[config.mk]
export PLATFORM = sky130hd
export DESIGN_NAME = i2c_master_transaction_sequencer
export DESIGN_NICKNAME = d
export VERILOG_FILES = /design/src/rtl/core/i2cms_pkg.sv /design/src/rtl/core/i2cms_wbuf.sv /design/src/rtl/core/i2cms_seq.sv /design/src/rtl/core/i2c_master_transaction_sequencer.sv
export SDC_FILE = /design/constraint.sdc
export NUM_CORES = 1
export LEC_CHECK = 0
export BUFFER_PORTS_ARGS = -buffer_cell sky130_fd_sc_hd__buf_2
export CORE_AREA = 2 2 297 299
export DETAILED_ROUTE_END_ITERATION = 10
export DIE_AREA = 0 0 299 301
export GPL_TIMING_DRIVEN = 0
export PLACE_DENSITY_LB_ADDON = 0.08
export SLEW_MARGIN = 20
export SYNTH_ARGS = -nofsm -noshare
export SYNTH_HDL_FRONTEND = slang
export SYNTH_SLANG_ARGS = --single-unit
export TNS_END_PERCENT = 30
[constraint.sdc]
create_clock -name clock -period 10.33 [get_ports clock]
set_clock_uncertainty 0.15 [all_clocks]
set_input_delay 2.066 -clock clock [delete_from_list [all_inputs] [get_ports clock]]
set_output_delay 2.066 -clock clock [all_outputs]
set_load 0.05 [all_outputs]
[src/rtl/core/i2cms_pkg.sv]
// ----------------------------------------------------------------------------
// i2cms_pkg
// Shared codes and the result record of the I2C master transaction sequencer.
// ----------------------------------------------------------------------------
package i2cms_pkg;

   // item kinds carried on req_tuser
   localparam logic [1:0] OP_LOAD  = 2'd0;
   localparam logic [1:0] OP_START = 2'd1;
   localparam logic [1:0] OP_POLL  = 2'd2;

   // sequencer phases
   localparam logic [2:0] PH_WAIT  = 3'd0;
   localparam logic [2:0] PH_WRITE = 3'd1;
   localparam logic [2:0] PH_READ  = 3'd2;
   localparam logic [2:0] PH_STOP  = 3'd3;
   localparam logic [2:0] PH_RESET = 3'd4;

   // bus commands
   localparam logic [2:0] CMD_NONE    = 3'd0;
   localparam logic [2:0] CMD_START   = 3'd1;
   localparam logic [2:0] CMD_SEND    = 3'd2;
   localparam logic [2:0] CMD_RESTART = 3'd3;
   localparam logic [2:0] CMD_RX_ACK  = 3'd4;
   localparam logic [2:0] CMD_RX_NACK = 3'd5;
   localparam logic [2:0] CMD_STOP    = 3'd6;

   localparam int REQ_DATA_W = 56;
   localparam int RSP_DATA_W = 56;

   typedef struct packed {
      logic        rejected;
      logic        requeue;
      logic        ack_seen;
      logic [15:0] read_count;
      logic        done_res;
      logic [15:0] read_index;
      logic        read_valid;
      logic [7:0]  read_byte;
      logic [7:0]  bus_byte;
      logic [2:0]  command;
   } rsp_type;

endpackage

[src/rtl/core/i2cms_wbuf.sv]
// ----------------------------------------------------------------------------
// i2cms_wbuf
// Write byte buffer: one write port, one registered read port, with the
// write forwarded when it hits the entry being read in the same cycle.
// ----------------------------------------------------------------------------
module i2cms_wbuf #(
   parameter int DEPTH = 64,
   parameter int AW    = 6
) (
   input  logic          clock,
   input  logic          wr_en,
   input  logic [AW-1:0] wr_addr,
   input  logic [7:0]    wr_data,
   input  logic [AW-1:0] rd_addr,
   output logic [7:0]    rd_data
);
   logic [7:0] mem [DEPTH];
   logic [7:0] rd_data_ff;

   always_ff @(posedge clock) begin
      if (wr_en) begin
         mem[wr_addr] <= wr_data;
      end
   end

   always_ff @(posedge clock) begin
      if (wr_en && (wr_addr == rd_addr)) begin
         rd_data_ff <= wr_data;
      end else begin
         rd_data_ff <= mem[rd_addr];
      end
   end

   assign rd_data = rd_data_ff;

endmodule

[src/rtl/core/i2cms_seq.sv]
// ----------------------------------------------------------------------------
// i2cms_seq
// Transaction state and next-state decision for one accepted item; drives
// the buffer write port and keeps the buffer read aimed at the next byte.
// ----------------------------------------------------------------------------
module i2cms_seq #(
   parameter int DEPTH = 64,
   parameter int AW    = 6
) (
   input  logic                  clock,
   input  logic                  reset,
   input  logic                  item_en,
   input  logic [1:0]            op,
   input  logic [7:0]            data_byte,
   input  logic [5:0]            byte_index,
   input  logic [6:0]            dev_addr,
   input  logic [6:0]            write_len_first,
   input  logic [6:0]            write_len_second,
   input  logic [15:0]           read_len,
   input  logic                  flag_ack,
   input  logic                  flag_fault,
   input  logic                  flag_start_done,
   input  logic                  flag_receive,
   input  logic                  flag_other,
   input  logic [7:0]            buf_rd_data,
   output logic                  buf_wr_en,
   output logic [AW-1:0]         buf_wr_addr,
   output logic [AW-1:0]         buf_rd_addr,
   output i2cms_pkg::rsp_type    result
);
   import i2cms_pkg::*;

   localparam int SW = (AW + 1 > 8) ? AW + 1 : 8;

   logic [2:0]  phase_ff, phase_in;
   logic [AW:0] write_pos_ff, write_pos_in;
   logic [6:0]  seg_left_ff, seg_left_in;
   logic [6:0]  second_left_ff, second_left_in;
   logic [15:0] reads_left_ff, reads_left_in;
   logic [15:0] reads_asked_ff, reads_asked_in;
   logic [6:0]  target_addr_ff, target_addr_in;
   logic        got_ack_ff, got_ack_in;

   logic [AW+5:0] idx_wide;
   logic [SW-1:0] len_sum;
   logic [6:0]    second_used;
   logic [15:0]   reads_left_dec;
   logic          no_flag;

   assign idx_wide    = (AW + 6)'(byte_index);
   assign buf_wr_addr = idx_wide[AW-1:0];
   assign buf_wr_en   = item_en && (op == OP_LOAD) && (idx_wide < (AW + 6)'(DEPTH));
   assign buf_rd_addr = write_pos_in[AW-1:0];

   assign second_used    = (write_len_first == 7'd0) ? 7'd0 : write_len_second;
   assign len_sum        = SW'(write_len_first) + SW'(second_used);
   assign reads_left_dec = reads_left_ff - 16'd1;
   assign no_flag = !(flag_ack || flag_fault || flag_start_done || flag_receive
                      || flag_other);

   always_comb begin
      phase_in       = phase_ff;
      write_pos_in   = write_pos_ff;
      seg_left_in    = seg_left_ff;
      second_left_in = second_left_ff;
      reads_left_in  = reads_left_ff;
      reads_asked_in = reads_asked_ff;
      target_addr_in = target_addr_ff;
      got_ack_in     = got_ack_ff;
      result         = '0;

      if (item_en) begin
         case (op)
            OP_START: begin
               if ((phase_ff != PH_WAIT) ||
                   ((write_len_first == 7'd0) && (read_len == 16'd0)) ||
                   (len_sum > SW'(DEPTH))) begin
                  result.rejected = 1'b1;
               end else begin
                  target_addr_in  = dev_addr;
                  write_pos_in    = '0;
                  seg_left_in     = write_len_first;
                  second_left_in  = second_used;
                  reads_left_in   = read_len;
                  reads_asked_in  = read_len;
                  got_ack_in      = 1'b0;
                  result.command  = CMD_START;
                  result.bus_byte = {dev_addr, (write_len_first == 7'd0)};
                  phase_in = (write_len_first == 7'd0) ? PH_READ : PH_WRITE;
               end
            end
            OP_POLL: begin
               case (phase_ff)
                  PH_WRITE: begin
                     if (flag_fault) begin
                        result.command = CMD_STOP;
                        phase_in       = PH_STOP;
                     end else if (flag_ack) begin
                        got_ack_in = 1'b1;
                        if (seg_left_ff != 7'd0) begin
                           result.command  = CMD_SEND;
                           result.bus_byte = buf_rd_data;
                           write_pos_in    = write_pos_ff + (AW + 1)'(1);
                           seg_left_in     = seg_left_ff - 7'd1;
                           // roll into the second segment
                           if ((seg_left_ff == 7'd1) && (second_left_ff != 7'd0)) begin
                              seg_left_in    = second_left_ff;
                              second_left_in = 7'd0;
                           end
                        end else if (reads_left_ff != 16'd0) begin
                           result.command  = CMD_RESTART;
                           result.bus_byte = {target_addr_ff, 1'b1};
                           phase_in        = PH_READ;
                        end else begin
                           result.command = CMD_STOP;
                           phase_in       = PH_STOP;
                        end
                     end else if (no_flag) begin
                        phase_in = PH_RESET;
                     end
                  end
                  PH_READ: begin
                     if (flag_ack) begin
                        if (flag_start_done) begin
                           result.command = CMD_RX_ACK;
                        end
                     end else if (flag_receive) begin
                        if (reads_left_ff != 16'd0) begin
                           result.read_byte  = data_byte;
                           result.read_valid = 1'b1;
                           result.read_index = reads_asked_ff - reads_left_ff;
                           reads_left_in     = reads_left_dec;
                           result.command = (reads_left_dec != 16'd0) ? CMD_RX_ACK
                                                                      : CMD_RX_NACK;
                        end else begin
                           result.command = CMD_RX_NACK;
                        end
                     end else if (flag_fault) begin
                        result.command = CMD_STOP;
                        phase_in       = PH_STOP;
                     end else if (no_flag) begin
                        phase_in = PH_RESET;
                     end
                  end
                  PH_STOP: begin
                     result.done_res   = 1'b1;
                     result.read_count = reads_asked_ff - reads_left_ff;
                     result.ack_seen   = got_ack_ff;
                     phase_in          = PH_WAIT;
                  end
                  PH_RESET: begin
                     result.requeue = 1'b1;
                     phase_in       = PH_WAIT;
                  end
                  default: begin
                     phase_in = PH_WAIT;
                  end
               endcase
            end
            default: begin
               // loads and unused codes leave the sequence alone; an invalid phase returns to wait
               if (phase_ff > PH_RESET) begin
                  phase_in = PH_WAIT;
               end
            end
         endcase
      end
   end

   always_ff @(posedge clock) begin
      if (reset) begin
         phase_ff       <= PH_WAIT;
         write_pos_ff   <= '0;
         seg_left_ff    <= '0;
         second_left_ff <= '0;
         reads_left_ff  <= '0;
         reads_asked_ff <= '0;
         target_addr_ff <= '0;
         got_ack_ff     <= 1'b0;
      end else begin
         phase_ff       <= phase_in;
         write_pos_ff   <= write_pos_in;
         seg_left_ff    <= seg_left_in;
         second_left_ff <= second_left_in;
         reads_left_ff  <= reads_left_in;
         reads_asked_ff <= reads_asked_in;
         target_addr_ff <= target_addr_in;
         got_ack_ff     <= got_ack_in;
      end
   end

endmodule

[src/rtl/core/i2c_master_transaction_sequencer.sv]
// ----------------------------------------------------------------------------
// i2c_master_transaction_sequencer
// Write-then-read I2C master sequencer: buffers write bytes, runs one request
// at a time and turns status polls into bus commands and completion results.
//
//   channel | dir | width     | contents
//   req     | in  | 56 + 2    | load byte, start request or status poll
//   rsp     | out | 56        | bus command, read byte, completion, requeue
//
// One item per cycle while the output register can take it; each item yields
// one result, registered in the output register. The write buffer read is
// kept aimed at the next send position, so sends need not wait for it. Reset
// clears the sequence state; buffer contents are undefined until loaded. A
// stalled result holds the input only while the output register is full.
// ----------------------------------------------------------------------------
module i2c_master_transaction_sequencer #(
   parameter int WRITE_BUF_DEPTH = 64
) (
   input  logic                                  clock,
   input  logic                                  reset,
   input  logic                                  req_tvalid,
   output logic                                  req_tready,
   // data_byte, byte_index, dev_addr, write_len_first, write_len_second,
   // read_len, flag_ack, flag_fault, flag_start_done, flag_receive, flag_other
   input  logic [i2cms_pkg::REQ_DATA_W-1:0]      req_tdata,
   // op
   input  logic [1:0]                            req_tuser,
   output logic                                  rsp_tvalid,
   input  logic                                  rsp_tready,
   // command, bus_byte, read_byte, read_valid, read_index, done_res,
   // read_count, ack_seen, requeue, rejected
   output logic [i2cms_pkg::RSP_DATA_W-1:0]      rsp_tdata
);
   import i2cms_pkg::*;

   localparam int AW = (WRITE_BUF_DEPTH > 1) ? $clog2(WRITE_BUF_DEPTH) : 1;

   logic          accept;
   logic          buf_wr_en;
   logic [AW-1:0] buf_wr_addr;
   logic [AW-1:0] buf_rd_addr;
   logic [7:0]    buf_rd_data;
   rsp_type       result;
   rsp_type       rsp_ff;
   logic          rsp_valid_ff;

   assign req_tready = !rsp_valid_ff || rsp_tready;
   assign accept     = req_tvalid && req_tready;

   i2cms_wbuf #(
      .DEPTH (WRITE_BUF_DEPTH),
      .AW    (AW)
   ) u_wbuf (
      .clock   (clock),
      .wr_en   (buf_wr_en),
      .wr_addr (buf_wr_addr),
      .wr_data (req_tdata[7:0]),
      .rd_addr (buf_rd_addr),
      .rd_data (buf_rd_data)
   );

   i2cms_seq #(
      .DEPTH (WRITE_BUF_DEPTH),
      .AW    (AW)
   ) u_seq (
      .clock            (clock),
      .reset            (reset),
      .item_en          (accept),
      .op               (req_tuser),
      .data_byte        (req_tdata[7:0]),
      .byte_index       (req_tdata[13:8]),
      .dev_addr         (req_tdata[20:14]),
      .write_len_first  (req_tdata[27:21]),
      .write_len_second (req_tdata[34:28]),
      .read_len         (req_tdata[50:35]),
      .flag_ack         (req_tdata[51]),
      .flag_fault       (req_tdata[52]),
      .flag_start_done  (req_tdata[53]),
      .flag_receive     (req_tdata[54]),
      .flag_other       (req_tdata[55]),
      .buf_rd_data      (buf_rd_data),
      .buf_wr_en        (buf_wr_en),
      .buf_wr_addr      (buf_wr_addr),
      .buf_rd_addr      (buf_rd_addr),
      .result           (result)
   );

   always_ff @(posedge clock) begin
      if (reset) begin
         rsp_valid_ff <= 1'b0;
      end else if (accept) begin
         rsp_valid_ff <= 1'b1;
      end else if (rsp_tready) begin
         rsp_valid_ff <= 1'b0;
      end
   end

   // hold the result until its transfer
   always_ff @(posedge clock) begin
      if (accept) begin
         rsp_ff <= result;
      end
   end

   assign rsp_tvalid = rsp_valid_ff;
   assign rsp_tdata  = RSP_DATA_W'(rsp_ff);

endmodule

After elaboration in Yosys (flattened, before gate mapping)
Memory sizes are Yosys's and may differ from the RTL's. A register that Yosys moved wholly into a read port is not among the register bits. Index checks and enable logic that the tools add are counted.

Div/mod/pow operators: 0. $mul: 0. Bitwise logic cells: 5. Multiplexer cells: 70. Shifts and indexed selects: 0. Order comparisons: 3. Add/sub/neg operators: 5. Reduce and logical (&&, ||, !) cells: 33. Eq/ne operators: 20.

Operators with widths (count): 7-bit 2-to-1 mux (18); 16-bit 2-to-1 mux (5); 3-bit 2-to-1 mux (16); 7-bit one-hot mux with 2 select lines (3); 11-bit 2-to-1 mux (3); 16-bit one-hot mux with 2 select lines (1); 16-bit nonzero test (2); 8-bit 2-to-1 mux (3); 11-bit one-hot mux with 2 select lines (1); 3-bit one-hot mux with 2 select lines (3); 16-bit logical NOT (1); 16-bit by 1-bit subtractor with 16-bit output (second input constant) (1); 16-bit subtractor (1); 2-bit != test (second input constant) (7); 7-bit AND reduction (2); 7-bit nonzero test (2); 1-bit 2-to-1 mux (13); 6-bit AND reduction (2); 9-bit 2-to-1 mux (1); 7-bit by 7-bit adder with 8-bit output (1); 8-bit by 7-bit > comparator with 1-bit output (second input constant) (1); 8-bit AND reduction (1); 7-bit by 1-bit adder with 7-bit output (second input constant) (1); 7-bit by 1-bit == test with 1-bit output (second input constant) (1); 26 further kinds (46).

Register bits: 121. ROM bits: 0. Bits in latches: 0. Memories: 1. RAM bits: 512. Logic and storage cells: 157. Output and inout bits: 58. Bits of input ports: 62.

Memories: u_wbuf.mem (depth 64, bits a word 8, read ports 1, clocked after memory_dff 1, write ports 1, line i2cms_wbuf.sv:17) `logic [7:0] mem [DEPTH];`.

Longest topological paths before layout
Word-level depth: 10. Depth in mapped cells: 18. Depth with buffers taken out: 14.

Hierarchy
From an unflattened synthesis, not the netlist that was laid out.

Cells, all modules: 1752. Area total of the unflattened synthesis: 26993.4 um^2.

Modules (own cells, without submodules): i2cms_wbuf (sequential area each 15494.9 um^2, area each 20150.6 um^2, cells each 970, times used 1); i2cms_seq (sequential area each 1261.2 um^2, area each 5106.1 um^2, cells each 721, times used 1); i2c_master_transaction_sequencer (sequential area each 1701.6 um^2, area each 1736.7 um^2, cells each 61, times used 1).

Least setup slack after synthesis
No wires, ideal clock.

Path type: input-to-reg. From: in rsp_tready. To: mem u_wbuf.mem[55][0] (enable). Setup time: 0.370 ns. Arrival: 5.475 ns. Required time: 9.810 ns. Path buffers: 2. Setup slack: 4.334 ns. Stages: 7. Cell sequence: nand2b_1 and2_1 clkbuf_1 and3_1 clkbuf_1 nand3_1 nor2_1.

Longest elaborated chain between the ends: 6.

Ends and longest elaborated chain: from (decl) (line i2c_master_transaction_sequencer.sv:29) `input logic rsp_tready,`; 1-bit logical OR (line i2c_master_transaction_sequencer.sv:47) `assign req_tready = !rsp_valid_ff || rsp_tready;`; 1-bit logical AND (line i2c_master_transaction_sequencer.sv:48) `assign accept = req_tvalid && req_tready;`; net accept (line i2c_master_transaction_sequencer.sv:38) `logic accept;`; 1-bit logical AND (2 in series) (line i2cms_seq.sv:52) `assign buf_wr_en = item_en && (op == OP_LOAD) && (idx_wide < (AW + 6)'(DEPTH));`; 1-bit 2-to-1 mux (line i2cms_wbuf.sv:21) `if (wr_en) begin`; 1-bit 2-to-1 mux (implied by the code) (line i2cms_wbuf.sv:22) `mem[wr_addr] <= wr_data;`; to (decl) (line i2cms_wbuf.sv:17).

The timed path passes the listed nets, and every way through them passes these cells.

==> qor.yml <==
run_status:
  status: "complete, no violations"
floorplan:
  die-height_um: 301
  ios: 120
  core_area_mm2: 0.0865
  dieWidth_um: 299
  start_util_pct: 30.8
  rows: 108
  die_area_mm2: 0.0900
grt:
  antenna_found_initial: 3
  grt_pass1_wl_um: 110000
  grt_pass1_vias: 15200
  grt_max_degree: 66
  overflow: 0
  grt_util_all_layers_pct: 17.0
detailed_routing:
  num_vias: 14800
  routed_wirelength_um: 76100
  drtIter0Drc: 1158
  first_pass_iters: 5
  drtAntennaViolNets: 0
  drc: 0
  avgRoutedWirePerCell_um: 25.7
  viasPerCell: 4.99
job:
  maxCapViolations: 0
power_and_ir_drop:
  power_density_mw_per_mm2: 185
  vdd_drop_max_uv: 129
  p_total_mw: 5.79
  leakagePower_nw: 9.99
synth:
  synth.avg_cell_area_um2: 17.1
  synthArstFlopShare_pct: 0
  synth_area_leaders: "edfxtp_1 64%, mux4_2 14%, dfxtp_1 5.3%"
  synthFlopType: "edfxtp_1"
  post_synth_inst_count: 1556
  yosysSeqAreaShare_pct: 69.2
  synth.most_common_cell: "edfxtp_1"
  synth_top_area_share_pct: 63.9
  synth-edff-count: 568
  syn_area_mm2: 0.0267
  syn-num-nets: 1647
  synth_top_area_cell: "edfxtp_1"
  yosysWarnings: 0
  ys_seq_elements: 638
  synthTopCellsByCount: "568 x edfxtp_1, 173 x nor2_1, 168 x mux4_2, 70 x dfxtp_1"
  netlist-cell-type-count: 73
critical_path:
  path_class: "in2reg"
  worstPathArrival_ns: 6.56
  crit_family: "simple AND/OR/NAND/NOR gates"
  worst_setup_path_start_kind: "primary input"
  path_buf_inv: 2
  critPathSlowestCell: "nor2_1"
  required_ns: 10.65
  cp_max_fo: 10
  cp_slowest_stage_delay_ns: 0.60
  crit_path_end_kind: "flip-flop"
  r2r_cells: 7
  path_cells: "buf_2, nor4_1, nand2_1, clkbuf_1, and2_1, ha_1, fa_1, maj3_1, maj3_1, xnor2_1, nand2_1, nand4bb_4, a21oi_2, nand2_1, nor2_1, a221o_1"
  cp.depth: 16
  critical_path.most_common_cell: "nand2_1"
clocking:
  clockBufferDepth: 3
  tritoncts: "done"
  cts_root_buf: "clkbuf_16"
  cts_made_buffers: 76
  htreeDepth: 3
  worstSkewPairLatency_ns: 0.62
  cts_setup_buffers: 0
  cts_sinks: 638
  cts_hold_buf: 0
  ctsResizeCount: 0
  path_clk_slew_ns: 0.05
placed_design:
  routabilityCongestion: 0.811
  dp_hpwl_um: 49800
  portBuffers: 107
timing:
  worst_slew_margin_rel_pct: 21.3
  timing.final.hold_violations: 0
  tns_ns: 0
  min_period_ns: 6.23
  rsz0062_at_grt: "no"
  drv_slew: 0
  setup_viol: 0
  worst_slew_pin_slew_ns: 1.18
  period_share_pct: 60.3
  max_clock_freq_mhz: 160
finish:
  antenna-diode-count: 0
  nNetsFinal: 1835
  layout-drive-gt1-share_pct: 23.9
  area_growth_pct: 17.2
  nFillCells: 8210
hold_path:
  hold_path_class: "reg2reg"
  hold_path_depth: 2
==> final timing paths <==
| kind | start | endpoint | slack (ns) |
|---|---|---|---|
| max | req_tdata[23] | rsp_tdata[9] | 4.10 |
| min | u_seq.target_addr_ff[1] | u_seq.target_addr_ff[1] | 0.35 |
| max reg2reg | flip-flop | rsp_tdata[7] | 5.85 |
| min reg2reg | u_seq.target_addr_ff[1] | u_seq.target_addr_ff[1] | 0.35 |
==> layout by cell type, fill, tap and decap left out, types with 7 or more instances in the layout <==
cell type,Yosys,final
a211oi_1,9,9
a21oi_1,44,44
a221o_1,7,7
a22oi_1,12,12
a31oi_1,7,7
and2_1,21,21
buf_1,19,12
buf_2,7,109
buf_4,0,8
bufinv_16,0,7
clkbuf_1,58,65
clkbuf_16,0,77
clkbuf_2,0,7
clkinv_1,1,20
clkinv_2,0,14
dfxtp_1,70,70
edfxtp_1,568,568
ha_1,27,27
inv_1,32,32
mux2i_1,33,33
mux4_2,168,168
nand2_1,58,58
nand3_1,15,15
nand3b_1,7,7
nor2_1,173,173
nor2b_1,11,11
nor3_1,21,20
nor4_1,18,18
o21ai_0,28,28
or3_1,7,7
xnor2_1,11,11
xor2_1,17,17
==> worst reg2reg max path, stage by stage (launching register included) <==
cell      delay (ns)
dfxtp_1         0.33
clkbuf_1        0.69
buf_1           0.80
mux4_2          0.67
mux4_2          0.56
mux4_2          0.51
nor2b_1         0.20
a221o_1         0.31
==> power breakdown <==
group / internal [mW] / total (mW) / switching, mW
clock network: 1.56 / 2.65 / 1.09
registers: 2.83 / 2.83 / 0.00905
logic: 0.0864 / 0.304 / 0.217
total: 4.48 / 5.79 / 1.32
==> flip-flops by register name, indices dropped and copies added, names as in the netlist, named ones only <==
register / flops
u_wbuf.mem: 512
rsp_tdata: 56
u_seq.reads_asked_ff: 16
u_seq.reads_left_ff: 16
u_seq.second_left_ff: 7
u_seq.seg_left_ff: 7
u_seq.target_addr_ff: 7
u_seq.write_pos_ff: 6
u_seq.phase_ff: 3
rsp_tvalid: 1
u_seq.got_ack_ff: 1
==> metal layers <==
| layer | vias up | part of all wire, % | global-route usage (%) |
|---|---|---|---|
| li1 | 6590 | - | - |
| met1 | 7711 | 44 | 23.2 |
| met2 | 386 | 49 | 28.2 |
| met3 | 102 | 4.5 | 2.69 |
| met4 | 0 | 2.5 | 4.99 |
| met5 | - | 0 | 0 |
==> cell type report <==
cell class / instances / area (um2) / share of cell area, %
sequential: 638 / 18500 / 59.1
tap: 1155 / 1450 / 4.63
clock buffer: 90 / 2000 / 6.39
timing repair buffer: 110 / 618 / 1.98
buffer: 89 / 400 / 1.28
inverter: 33 / 124 / 0.396
multi-input combinational: 796 / 7710 / 24.7
clock inverter: 50 / 494 / 1.58
==> through the flow <==
stage	area (um2)	hold slack (ns)	setup WS (ns)	cells	util [%]
2_1_floorplan	26700	0.313	4.33	1556	-
3_3_place_gp	28700	0.328	2.42	2818	33.1
3_5_place_dp	28700	0.344	3.40	2820	33.2
4_1_cts	31200	0.355	4.05	2960	36.1
5_1_grt	31200	0.375	3.78	2961	36.1
6_report	31200	0.349	4.10	2961	36.1
==> cell families (layout without fill, tap and decap cells) <==
kind of cell    Yosys count  in the layout  synth area share, %
buf+inv                 122            372                 1.90
fa+ha+maj                32             32                 1.53
mux                     201            201                 15.4
flops                   638            638                 69.2
xor+xnor                 28             28                0.919
simple gates            369            369                 6.71
compound gates          166            166                 4.31
Note: power is estimated with default switching activity, not from simulation.
